==> config.mk <==
export PLATFORM = sky130hd
export DESIGN_NAME = supply_voltage_monitor
export DESIGN_NICKNAME = d
export VERILOG_FILES = /design/src/hdl/svm_pkg.sv /design/src/hdl/svm_divider.sv /design/src/hdl/supply_voltage_monitor.sv
export VERILOG_INCLUDE_DIRS = /design/src /design/src/hdl
export SDC_FILE = /design/constraint.sdc
export NUM_CORES = 1
export LEC_CHECK = 0
export BUFFER_PORTS_ARGS = -buffer_cell sky130_fd_sc_hd__buf_2
export CAP_MARGIN = 20
export CORE_ASPECT_RATIO = 0.5
export CORE_MARGIN = 2
export CORE_UTILIZATION = 62
export CTS_CLUSTER_DIAMETER = 200
export DETAILED_ROUTE_END_ITERATION = 10
export GPL_TIMING_DRIVEN = 0
export PLACE_DENSITY = 0.87
export SYNTH_ARGS = -nofsm -noshare
export SYNTH_HDL_FRONTEND = slang
export SYNTH_SLANG_ARGS = --single-unit
export TNS_END_PERCENT = 100
==> constraint.sdc <==
create_clock -name clk -period 7.9 [get_ports clk]
set_input_delay 0.79 -clock clk [delete_from_list [all_inputs] [get_ports clk]]
set_output_delay 0.79 -clock clk [all_outputs]
set_load 0.03 [all_outputs]
==> src/hdl/assert_macros.svh <==
// ----------------------------------------------------------------------------
// Assertion macros
// Shared concurrent assertion forms, clocked on clk and disabled in reset.
// ----------------------------------------------------------------------------
`ifndef ASSERT_MACROS_SVH
`define ASSERT_MACROS_SVH

// Same-cycle implication.
`define SVM_ASSERT_IMP(lbl, ante, cons) \
    lbl: assert property (@(posedge clk) disable iff (!rst_n) (ante) |-> (cons)) \
        else $error("assertion failed");

// Next-cycle implication.
`define SVM_ASSERT_NXT(lbl, ante, cons) \
    lbl: assert property (@(posedge clk) disable iff (!rst_n) (ante) |=> (cons)) \
        else $error("assertion failed");

`endif

==> src/hdl/svm_pkg.sv <==
// ----------------------------------------------------------------------------
// Supply voltage monitor package
// Widths, constants and register indexes shared by the monitor and its divider.
// ----------------------------------------------------------------------------
`default_nettype none

package svm_pkg;

    localparam int SAMPLE_W   = 10;
    localparam int SUM_W      = 12;
    localparam int AVG_W      = SUM_W - 2;
    localparam int CUTOFF_W   = 14;
    localparam int MV_W       = 14;
    localparam int SUPPLY_W   = 13;
    localparam int DIVIDEND_W = 21;
    localparam int DIVISOR_W  = AVG_W;
    localparam int PROD_W     = AVG_W + SUPPLY_W;
    localparam int MV_SHIFT   = 9;
    localparam int CFG_IDX_W  = 2;

    localparam logic [DIVIDEND_W-1:0] BANDGAP_SCALE  = 21'd1125300;
    localparam logic [AVG_W-1:0]      REF_LOW_LIMIT  = 10'd225;
    localparam logic [SUPPLY_W-1:0]   REF_LOW_SUPPLY = 13'd4999;
    localparam logic [CUTOFF_W-1:0]   VIN_CUTOFF_RST = 14'd4500;
    localparam logic [CUTOFF_W-1:0]   BAT_CUTOFF_RST = 14'd3400;
    localparam logic [1:0]            LAST_ROUND     = 2'd3;

    typedef enum logic [CFG_IDX_W-1:0] {
        REG_VIN_CUTOFF = 2'd0,
        REG_BAT_CUTOFF = 2'd1
    } cfg_index_t;

endpackage

`default_nettype wire

==> src/hdl/svm_divider.sv <==
// ----------------------------------------------------------------------------
// Restoring divider
// Produces one quotient bit per cycle; the quotient is truncated to the
// supply width, which holds for every divisor the monitor hands in.
// ----------------------------------------------------------------------------
`default_nettype none

module svm_divider (
    input  wire logic                            clk,
    input  wire logic                            rst_n,
    input  wire logic                            start,
    input  wire logic [svm_pkg::DIVIDEND_W-1:0]  dividend,
    input  wire logic [svm_pkg::DIVISOR_W-1:0]   divisor,
    output logic                                 done,
    output logic [svm_pkg::SUPPLY_W-1:0]         quotient
);
    import svm_pkg::*;

    localparam int STEP_W = $clog2(DIVIDEND_W);
    localparam logic [STEP_W-1:0] LAST_STEP = STEP_W'(DIVIDEND_W - 1);

    logic                  busy_reg, busy_next;
    logic                  done_reg, done_next;
    logic [STEP_W-1:0]     step_reg, step_next;
    logic [DIVISOR_W-1:0]  dsr_reg, dsr_next;
    logic [DIVISOR_W-1:0]  rem_reg, rem_next;
    logic [DIVIDEND_W-1:0] quo_reg, quo_next;
    logic [DIVISOR_W:0]    trial;
    logic [DIVISOR_W:0]    diff;
    logic                  fits;

    // The partial remainder stays below the divisor, so one extra bit suffices.
    assign trial = {rem_reg, quo_reg[DIVIDEND_W-1]};
    assign diff  = trial - {1'b0, dsr_reg};
    assign fits  = trial >= {1'b0, dsr_reg};

    always_comb
    begin
        busy_next = busy_reg;
        done_next = 1'b0;
        step_next = step_reg;
        dsr_next  = dsr_reg;
        rem_next  = rem_reg;
        quo_next  = quo_reg;
        if (start)
        begin
            busy_next = 1'b1;
            step_next = '0;
            dsr_next  = divisor;
            rem_next  = '0;
            quo_next  = dividend;
        end
        else if (busy_reg)
        begin
            rem_next  = fits ? diff[DIVISOR_W-1:0] : trial[DIVISOR_W-1:0];
            quo_next  = {quo_reg[DIVIDEND_W-2:0], fits};
            step_next = step_reg + 1'b1;
            if (step_reg == LAST_STEP)
            begin
                busy_next = 1'b0;
                done_next = 1'b1;
            end
        end
    end

    always_ff @(posedge clk or negedge rst_n)
    begin
        if (!rst_n)
        begin
            busy_reg <= 1'b0;
            done_reg <= 1'b0;
            step_reg <= '0;
        end
        else
        begin
            busy_reg <= busy_next;
            done_reg <= done_next;
            step_reg <= step_next;
        end
    end

    always_ff @(posedge clk)
    begin
        dsr_reg <= dsr_next;
        rem_reg <= rem_next;
        quo_reg <= quo_next;
    end

    assign done     = done_reg;
    assign quotient = quo_reg[SUPPLY_W-1:0];

endmodule

`default_nettype wire

==> src/hdl/supply_voltage_monitor.sv <==
// ----------------------------------------------------------------------------
// Supply voltage monitor
// Averages four rounds of battery, input and bandgap samples, derives the
// chip supply from the bandgap and scales the other two into millivolts.
//
//   Channel   Direction  Handshake             Payload
//   input     in         in_valid / in_ready   battery_sample, vin_sample,
//                                              ref_sample
//   result    out        out_valid / out_ready battery_mv, vin_mv, supply_mv,
//                                              power_ok, battery_ok
//   config    in         cfg_we                cfg_index, cfg_data
//
// The first three rounds of a block only add to the sums. The fourth holds the
// input off while the block runs through the divide state (21 restoring steps
// and a check of the divider's done flag), a multiply state per voltage on the
// shared multiplier and a load of the result register; a low reference skips
// the divider. Reset clears the sums and the round count and restores the
// cutoffs to their defaults. A stalled result holds the last step until the
// output register frees.
// ----------------------------------------------------------------------------
`default_nettype none
`include "assert_macros.svh"

module supply_voltage_monitor (
    input  wire logic                          clk,
    input  wire logic                          rst_n,
    input  wire logic                          in_valid,
    output logic                               in_ready,
    input  wire logic [svm_pkg::SAMPLE_W-1:0]  battery_sample,
    input  wire logic [svm_pkg::SAMPLE_W-1:0]  vin_sample,
    input  wire logic [svm_pkg::SAMPLE_W-1:0]  ref_sample,
    output logic                               out_valid,
    input  wire logic                          out_ready,
    output logic [svm_pkg::MV_W-1:0]           battery_mv,
    output logic [svm_pkg::MV_W-1:0]           vin_mv,
    output logic [svm_pkg::SUPPLY_W-1:0]       supply_mv,
    output logic                               power_ok,
    output logic                               battery_ok,
    input  wire logic                          cfg_we,
    input  wire logic [svm_pkg::CFG_IDX_W-1:0] cfg_index,
    input  wire logic [svm_pkg::CUTOFF_W-1:0]  cfg_data
);
    import svm_pkg::*;

    typedef enum logic [4:0] {
        ST_IDLE  = 5'b00001,
        ST_DIV   = 5'b00010,
        ST_MUL_B = 5'b00100,
        ST_MUL_V = 5'b01000,
        ST_LOAD  = 5'b10000
    } state_t;

    state_t               state_reg, state_next;
    logic [1:0]           round_reg, round_next;
    logic [SUM_W-1:0]     bat_sum_reg, bat_sum_next;
    logic [SUM_W-1:0]     vin_sum_reg, vin_sum_next;
    logic [SUM_W-1:0]     ref_sum_reg, ref_sum_next;
    logic [CUTOFF_W-1:0]  vin_cutoff_reg, vin_cutoff_next;
    logic [CUTOFF_W-1:0]  bat_cutoff_reg, bat_cutoff_next;
    logic [SUPPLY_W-1:0]  supply_reg, supply_next;
    logic [MV_W-1:0]      bat_mv_reg, bat_mv_next;
    logic [MV_W-1:0]      vin_mv_reg, vin_mv_next;
    logic                 out_valid_reg, out_valid_next;
    logic [MV_W-1:0]      bat_out_reg, bat_out_next;
    logic [MV_W-1:0]      vin_out_reg, vin_out_next;
    logic [SUPPLY_W-1:0]  sup_out_reg, sup_out_next;
    logic                 pwr_ok_reg, pwr_ok_next;
    logic                 bat_ok_reg, bat_ok_next;

    logic                 in_fire;
    logic                 out_free;
    logic [SUM_W-1:0]     ref_sum_add;
    logic [AVG_W-1:0]     ref_avg_add;
    logic                 div_start;
    logic                 div_done;
    logic [SUPPLY_W-1:0]  div_quo;
    logic [AVG_W-1:0]     mul_a;
    logic [PROD_W-1:0]    mul_prod;

    assign in_ready    = (state_reg == ST_IDLE);
    assign in_fire     = in_valid && in_ready;
    assign out_free    = !out_valid_reg || out_ready;
    assign ref_sum_add = ref_sum_reg + SUM_W'(ref_sample);
    assign ref_avg_add = ref_sum_add[SUM_W-1:2];

    // The divider starts on the fourth round unless the reference is too low.
    assign div_start = in_fire && (round_reg == LAST_ROUND) && (ref_avg_add >= REF_LOW_LIMIT);

    svm_divider u_div (
        .clk      (clk),
        .rst_n    (rst_n),
        .start    (div_start),
        .dividend (BANDGAP_SCALE),
        .divisor  (ref_avg_add),
        .done     (div_done),
        .quotient (div_quo)
    );

    // One multiplier serves both scaled voltages in turn.
    assign mul_a    = (state_reg == ST_MUL_B) ? bat_sum_reg[SUM_W-1:2] : vin_sum_reg[SUM_W-1:2];
    assign mul_prod = PROD_W'(mul_a) * PROD_W'(supply_reg);

    always_comb
    begin
        vin_cutoff_next = vin_cutoff_reg;
        bat_cutoff_next = bat_cutoff_reg;
        if (cfg_we)
        begin
            unique case (cfg_index)
                REG_VIN_CUTOFF: vin_cutoff_next = cfg_data;
                REG_BAT_CUTOFF: bat_cutoff_next = cfg_data;
                default:        ;
            endcase
        end
    end

    always_comb
    begin
        state_next     = state_reg;
        round_next     = round_reg;
        bat_sum_next   = bat_sum_reg;
        vin_sum_next   = vin_sum_reg;
        ref_sum_next   = ref_sum_reg;
        supply_next    = supply_reg;
        bat_mv_next    = bat_mv_reg;
        vin_mv_next    = vin_mv_reg;
        out_valid_next = out_valid_reg && !out_ready;
        bat_out_next   = bat_out_reg;
        vin_out_next   = vin_out_reg;
        sup_out_next   = sup_out_reg;
        pwr_ok_next    = pwr_ok_reg;
        bat_ok_next    = bat_ok_reg;

        unique case (state_reg)
            ST_IDLE:
            begin
                if (in_fire)
                begin
                    bat_sum_next = bat_sum_reg + SUM_W'(battery_sample);
                    vin_sum_next = vin_sum_reg + SUM_W'(vin_sample);
                    ref_sum_next = ref_sum_add;
                    round_next   = round_reg + 1'b1;
                    if (round_reg == LAST_ROUND)
                    begin
                        if (div_start)
                        begin
                            state_next = ST_DIV;
                        end
                        else
                        begin
                            supply_next = REF_LOW_SUPPLY;
                            state_next  = ST_MUL_B;
                        end
                    end
                end
            end
            ST_DIV:
            begin
                if (div_done)
                begin
                    supply_next = div_quo;
                    state_next  = ST_MUL_B;
                end
            end
            ST_MUL_B:
            begin
                bat_mv_next = mul_prod[MV_SHIFT +: MV_W];
                state_next  = ST_MUL_V;
            end
            ST_MUL_V:
            begin
                vin_mv_next = mul_prod[MV_SHIFT +: MV_W];
                state_next  = ST_LOAD;
            end
            ST_LOAD:
            begin
                if (out_free)
                begin
                    out_valid_next = 1'b1;
                    bat_out_next   = bat_mv_reg;
                    vin_out_next   = vin_mv_reg;
                    sup_out_next   = supply_reg;
                    pwr_ok_next    = vin_mv_reg > vin_cutoff_reg;
                    bat_ok_next    = bat_mv_reg > bat_cutoff_reg;
                    bat_sum_next   = '0;
                    vin_sum_next   = '0;
                    ref_sum_next   = '0;
                    state_next     = ST_IDLE;
                end
            end
            default:
            begin
                state_next = ST_IDLE;
            end
        endcase
    end

    always_ff @(posedge clk or negedge rst_n)
    begin
        if (!rst_n)
        begin
            state_reg      <= ST_IDLE;
            round_reg      <= '0;
            bat_sum_reg    <= '0;
            vin_sum_reg    <= '0;
            ref_sum_reg    <= '0;
            vin_cutoff_reg <= VIN_CUTOFF_RST;
            bat_cutoff_reg <= BAT_CUTOFF_RST;
            out_valid_reg  <= 1'b0;
        end
        else
        begin
            state_reg      <= state_next;
            round_reg      <= round_next;
            bat_sum_reg    <= bat_sum_next;
            vin_sum_reg    <= vin_sum_next;
            ref_sum_reg    <= ref_sum_next;
            vin_cutoff_reg <= vin_cutoff_next;
            bat_cutoff_reg <= bat_cutoff_next;
            out_valid_reg  <= out_valid_next;
        end
    end

    always_ff @(posedge clk)
    begin
        supply_reg  <= supply_next;
        bat_mv_reg  <= bat_mv_next;
        vin_mv_reg  <= vin_mv_next;
        bat_out_reg <= bat_out_next;
        vin_out_reg <= vin_out_next;
        sup_out_reg <= sup_out_next;
        pwr_ok_reg  <= pwr_ok_next;
        bat_ok_reg  <= bat_ok_next;
    end

    assign out_valid  = out_valid_reg;
    assign battery_mv = bat_out_reg;
    assign vin_mv     = vin_out_reg;
    assign supply_mv  = sup_out_reg;
    assign power_ok   = pwr_ok_reg;
    assign battery_ok = bat_ok_reg;

    `SVM_ASSERT_IMP(a_supply_range, state_reg == ST_MUL_B,
                    (supply_reg >= 13'd1100) && (supply_reg <= 13'd5001))
    `SVM_ASSERT_IMP(a_sums_clear, (state_reg == ST_IDLE) && (round_reg == 2'd0),
                    (bat_sum_reg == '0) && (vin_sum_reg == '0) && (ref_sum_reg == '0))
    `SVM_ASSERT_NXT(a_div_to_mul, (state_reg == ST_DIV) && div_done, state_reg == ST_MUL_B)
    `SVM_ASSERT_IMP(a_flag_match, $rose(out_valid_reg),
                    (pwr_ok_reg == (vin_out_reg > vin_cutoff_reg)) &&
                    (bat_ok_reg == (bat_out_reg > bat_cutoff_reg)))

endmodule

`default_nettype wire
==> metrics <==
Netlist cell types=64; port bufs=95; Yosys Warn Count=0; Wirelength per Cell=~18 um; max reg flops=28; Max stage delay cell, worst path=fa_1; Synth Net Count=1,576; Synth area leaders=edfxtp_1 20%, fa_1 13%, dfrtp_1 12%, ha_1 11%, dfxtp_1 4.5%; H-tree levels=1; clock latency at the later pin of the worst-skew pair=approximately 0.51 ns; # rows=38; Top-Level Pins=between 90 and 100; Yosys top cell by area=edfxtp_1; CTS tree=built; family with the most delay on the worst path=adder cells; Clock transition at path regs=around 0.070 ns; Max transition margin=0.3303; synthesized flop and latch total=204; CP max stage delay=about 0.55 ns; Ant. Diodes=0; initial antenna violation count=1; gr usage total=0.2703; DR vias=about 10,000; CP arrival=between 7 and 8 ns; die footprint=roughly 24,000 um^2; CP endpoint kind=flop; CP Max Fanout=10; worst hold margin=0.1227 ns; worst setup path class=reg2reg; Clock Skews=between 0.015 and 0.02 ns; Starting Density=0.6347; vias in the first global route=10,522; total wire length=30.65 mm; global route overflow=0; EDFF count, synth=94; CTS max path bufs=3; outcome=finished, final reports clean; top cells by count, synth=154 x inv_1, 127 x ha_1, 127 x nand2_1, 94 x edfxtp_1, 89 x fa_1; core area=about 22,000 um^2; share of the synthesized area in the top cell type=0.2042; final count of negative-setup-slack endpoints=0; Die X=around 220 um; Worst EP required=roughly 8.1 ns; area of the multi-input gates=~7600 um^2; final worst slack=0.5571 ns; DRC violations left=0; DR vias/cell=between 5 and 6; Final Net Count=approximately 1,700; worst slew pin tran=between 1 and 1.5 ns; CTS Buf Count=19; ys async rst share=0.3873; Crit path buffers/inverters=5; Placer Congestion=0.9507; Top cell by count, worst path=fa_1; share of layout cells above drive strength 1=0.1203; first-pass GRT wire length=around 50 mm; max-slew violations=0; Syn Inst Count=1,309; dpl hpwl=~24 mm; final setup TNS=0 ns; Syn-to-layout area delta=11.00%; Initial DRC Count=between 800 and 900; average size of a mapped cell=about 11 um^2; ANT nets after route=0; period utilization=0.9295; Clock Sinks=204; Reg area=~5400 um^2; synthesized area=~14,000 um^2; Place WS=about 0.23 ns; CP Cell Sequence=nor3_1 -> nand2_1 -> buf_1 -> mux2i_1 -> clkbuf_1 -> nand2b_1 -> fa_1 -> fa_1 -> inv_1 -> fa_1 -> fa_1 -> inv_1 -> fa_1 -> inv_1 -> ha_1 -> nand2_1 -> a211oi_1 -> o2111ai_1 -> o211ai_1 -> o31ai_2 -> a211o_1; Hold Vio Cnt, Final=0; max-cap violation count=0; startpoint types=flop; Final min period=approximately 7.3 ns; largest net degree at the start of global routing=69; RSZ-0062 raised after global routing=no; Max Freq=about 0.14 GHz; Top FF cell, synth=edfxtp_1; first-pass iteration count of the detailed router=5; DIE HEIGHT=109.6 um; type of the most critical hold path=in2async; most common cell in the netlist=inv_1; register area share after synthesis=0.3932; Fill cells=approximately 1,600; Root Driver=clkbuf_16
layout by cell type, fill, tap and decap left out, drive strengths merged, types with 4 or more instances in the layout:
| cell type | n |
|---|---|
| buf | 115 |
| a21oi | 50 |
| and2 | 47 |
| nand4 | 16 |
| and3 | 7 |
| nor2 | 44 |
| nand2 | 127 |
| nand2b | 21 |
| a211o | 4 |
| inv | 155 |
| a31oi | 6 |
| o211ai | 10 |
| clkbuf | 53 |
| mux2 | 17 |
| a211oi | 15 |
| dfrtp | 68 |
| dfstp | 11 |
| xnor2 | 25 |
| dfxtp | 31 |
| o21ai | 71 |
| ha | 127 |
| o21bai | 5 |
| edfxtp | 94 |
| nand3b | 4 |
| xor2 | 18 |
| o21a | 14 |
| a21o | 22 |
| o22ai | 5 |
| fa | 89 |
| nor2b | 41 |
| a22o | 12 |
| nor3 | 11 |
| mux2i | 24 |
| or3 | 6 |
| o31ai | 4 |
| a22oi | 4 |
| clkinv | 7 |
| nand3 | 16 |
through the flow:
stage / util / area [um^2] / instances
finish: 0.7045 / 15340 / 1738
global route: 0.7045 / 15340 / 1738
CTS: 0.7039 / 15330 / 1738
detailed placement: 0.6763 / 14730 / 1706
global placement: 0.6738 / 14670 / 1704
floorplan: - / 13820 / 1309
repair_timing:
action / in CTS / in global routing
endpoints found under the setup margin: 0 / 8
hold endpoints to repair: 0 / 0
setup buffers: 0 / 0
resized for setup: 0 / 3
hold buffers: 0 / 0
layout make-up:
cell class / count / area share
Clock inverter: 8 / 0.004975
Buffer: 47 / 0.01305
Tap cell: 300 / 0.02447
Timing Repair Buffer: 97 / 0.03425
Sequential cell: 204 / 0.3542
Inverter: 156 / 0.03841
Multi-Input combinational cell: 902 / 0.4965
Clock buffer: 24 / 0.03417
logic make-up (layout without fill, tap and decap cells):
group | Yosys count | in the layout | synth area share
buf+inv | 203 | 332 | 0.05685
compound gates | 251 | 251 | 0.1203
xor+xnor | 43 | 43 | 0.02725
simple gates | 351 | 351 | 0.1273
flops | 204 | 204 | 0.3932
fa+ha+maj | 216 | 216 | 0.2439
mux | 41 | 41 | 0.03123
final timing paths:
kind	from	to	slack (ns)	depth (start not counted)
min in group clk	u_div.done$_DFF_PN0_	state_reg[1]$_DFFE_PN0P_	0.44	1
setup reg to reg	state_reg[4]$_DFFE_PN0P_	bat_mv_reg[13]$_DFFE_PN_	0.56	21
setup / recovery	state_reg[4]$_DFFE_PN0P_	bat_mv_reg[13]$_DFFE_PN_	0.56	21
hold / removal	rst_n	ref_sum_reg[1]$_DFFE_PN0P_	0.12	1
max in group asynchronous	rst_n	bat_cutoff_reg[8]$_DFFE_PN1P_	7.09	2
hold reg to reg	u_div.done$_DFF_PN0_	state_reg[1]$_DFFE_PN0P_	0.44	1
metal layers:
| layer | global-route usage | part of all wire | vias to the layer above | wire length, um |
|---|---|---|---|---|
| met5 | 0 | 0 | - | 0 |
| met1 | 0.3383 | 0.42 | 4984 | 12790 |
| li1 | - | - | 4734 | - |
| met4 | 0.08571 | 0.024 | 0 | 739 |
| met3 | 0.04758 | 0.066 | 71 | 2028 |
| met2 | 0.4869 | 0.49 | 380 | 15090 |
Power is not shown: default switching activity piles up to over one toggle a cycle in this logic, so the estimate is an artifact.
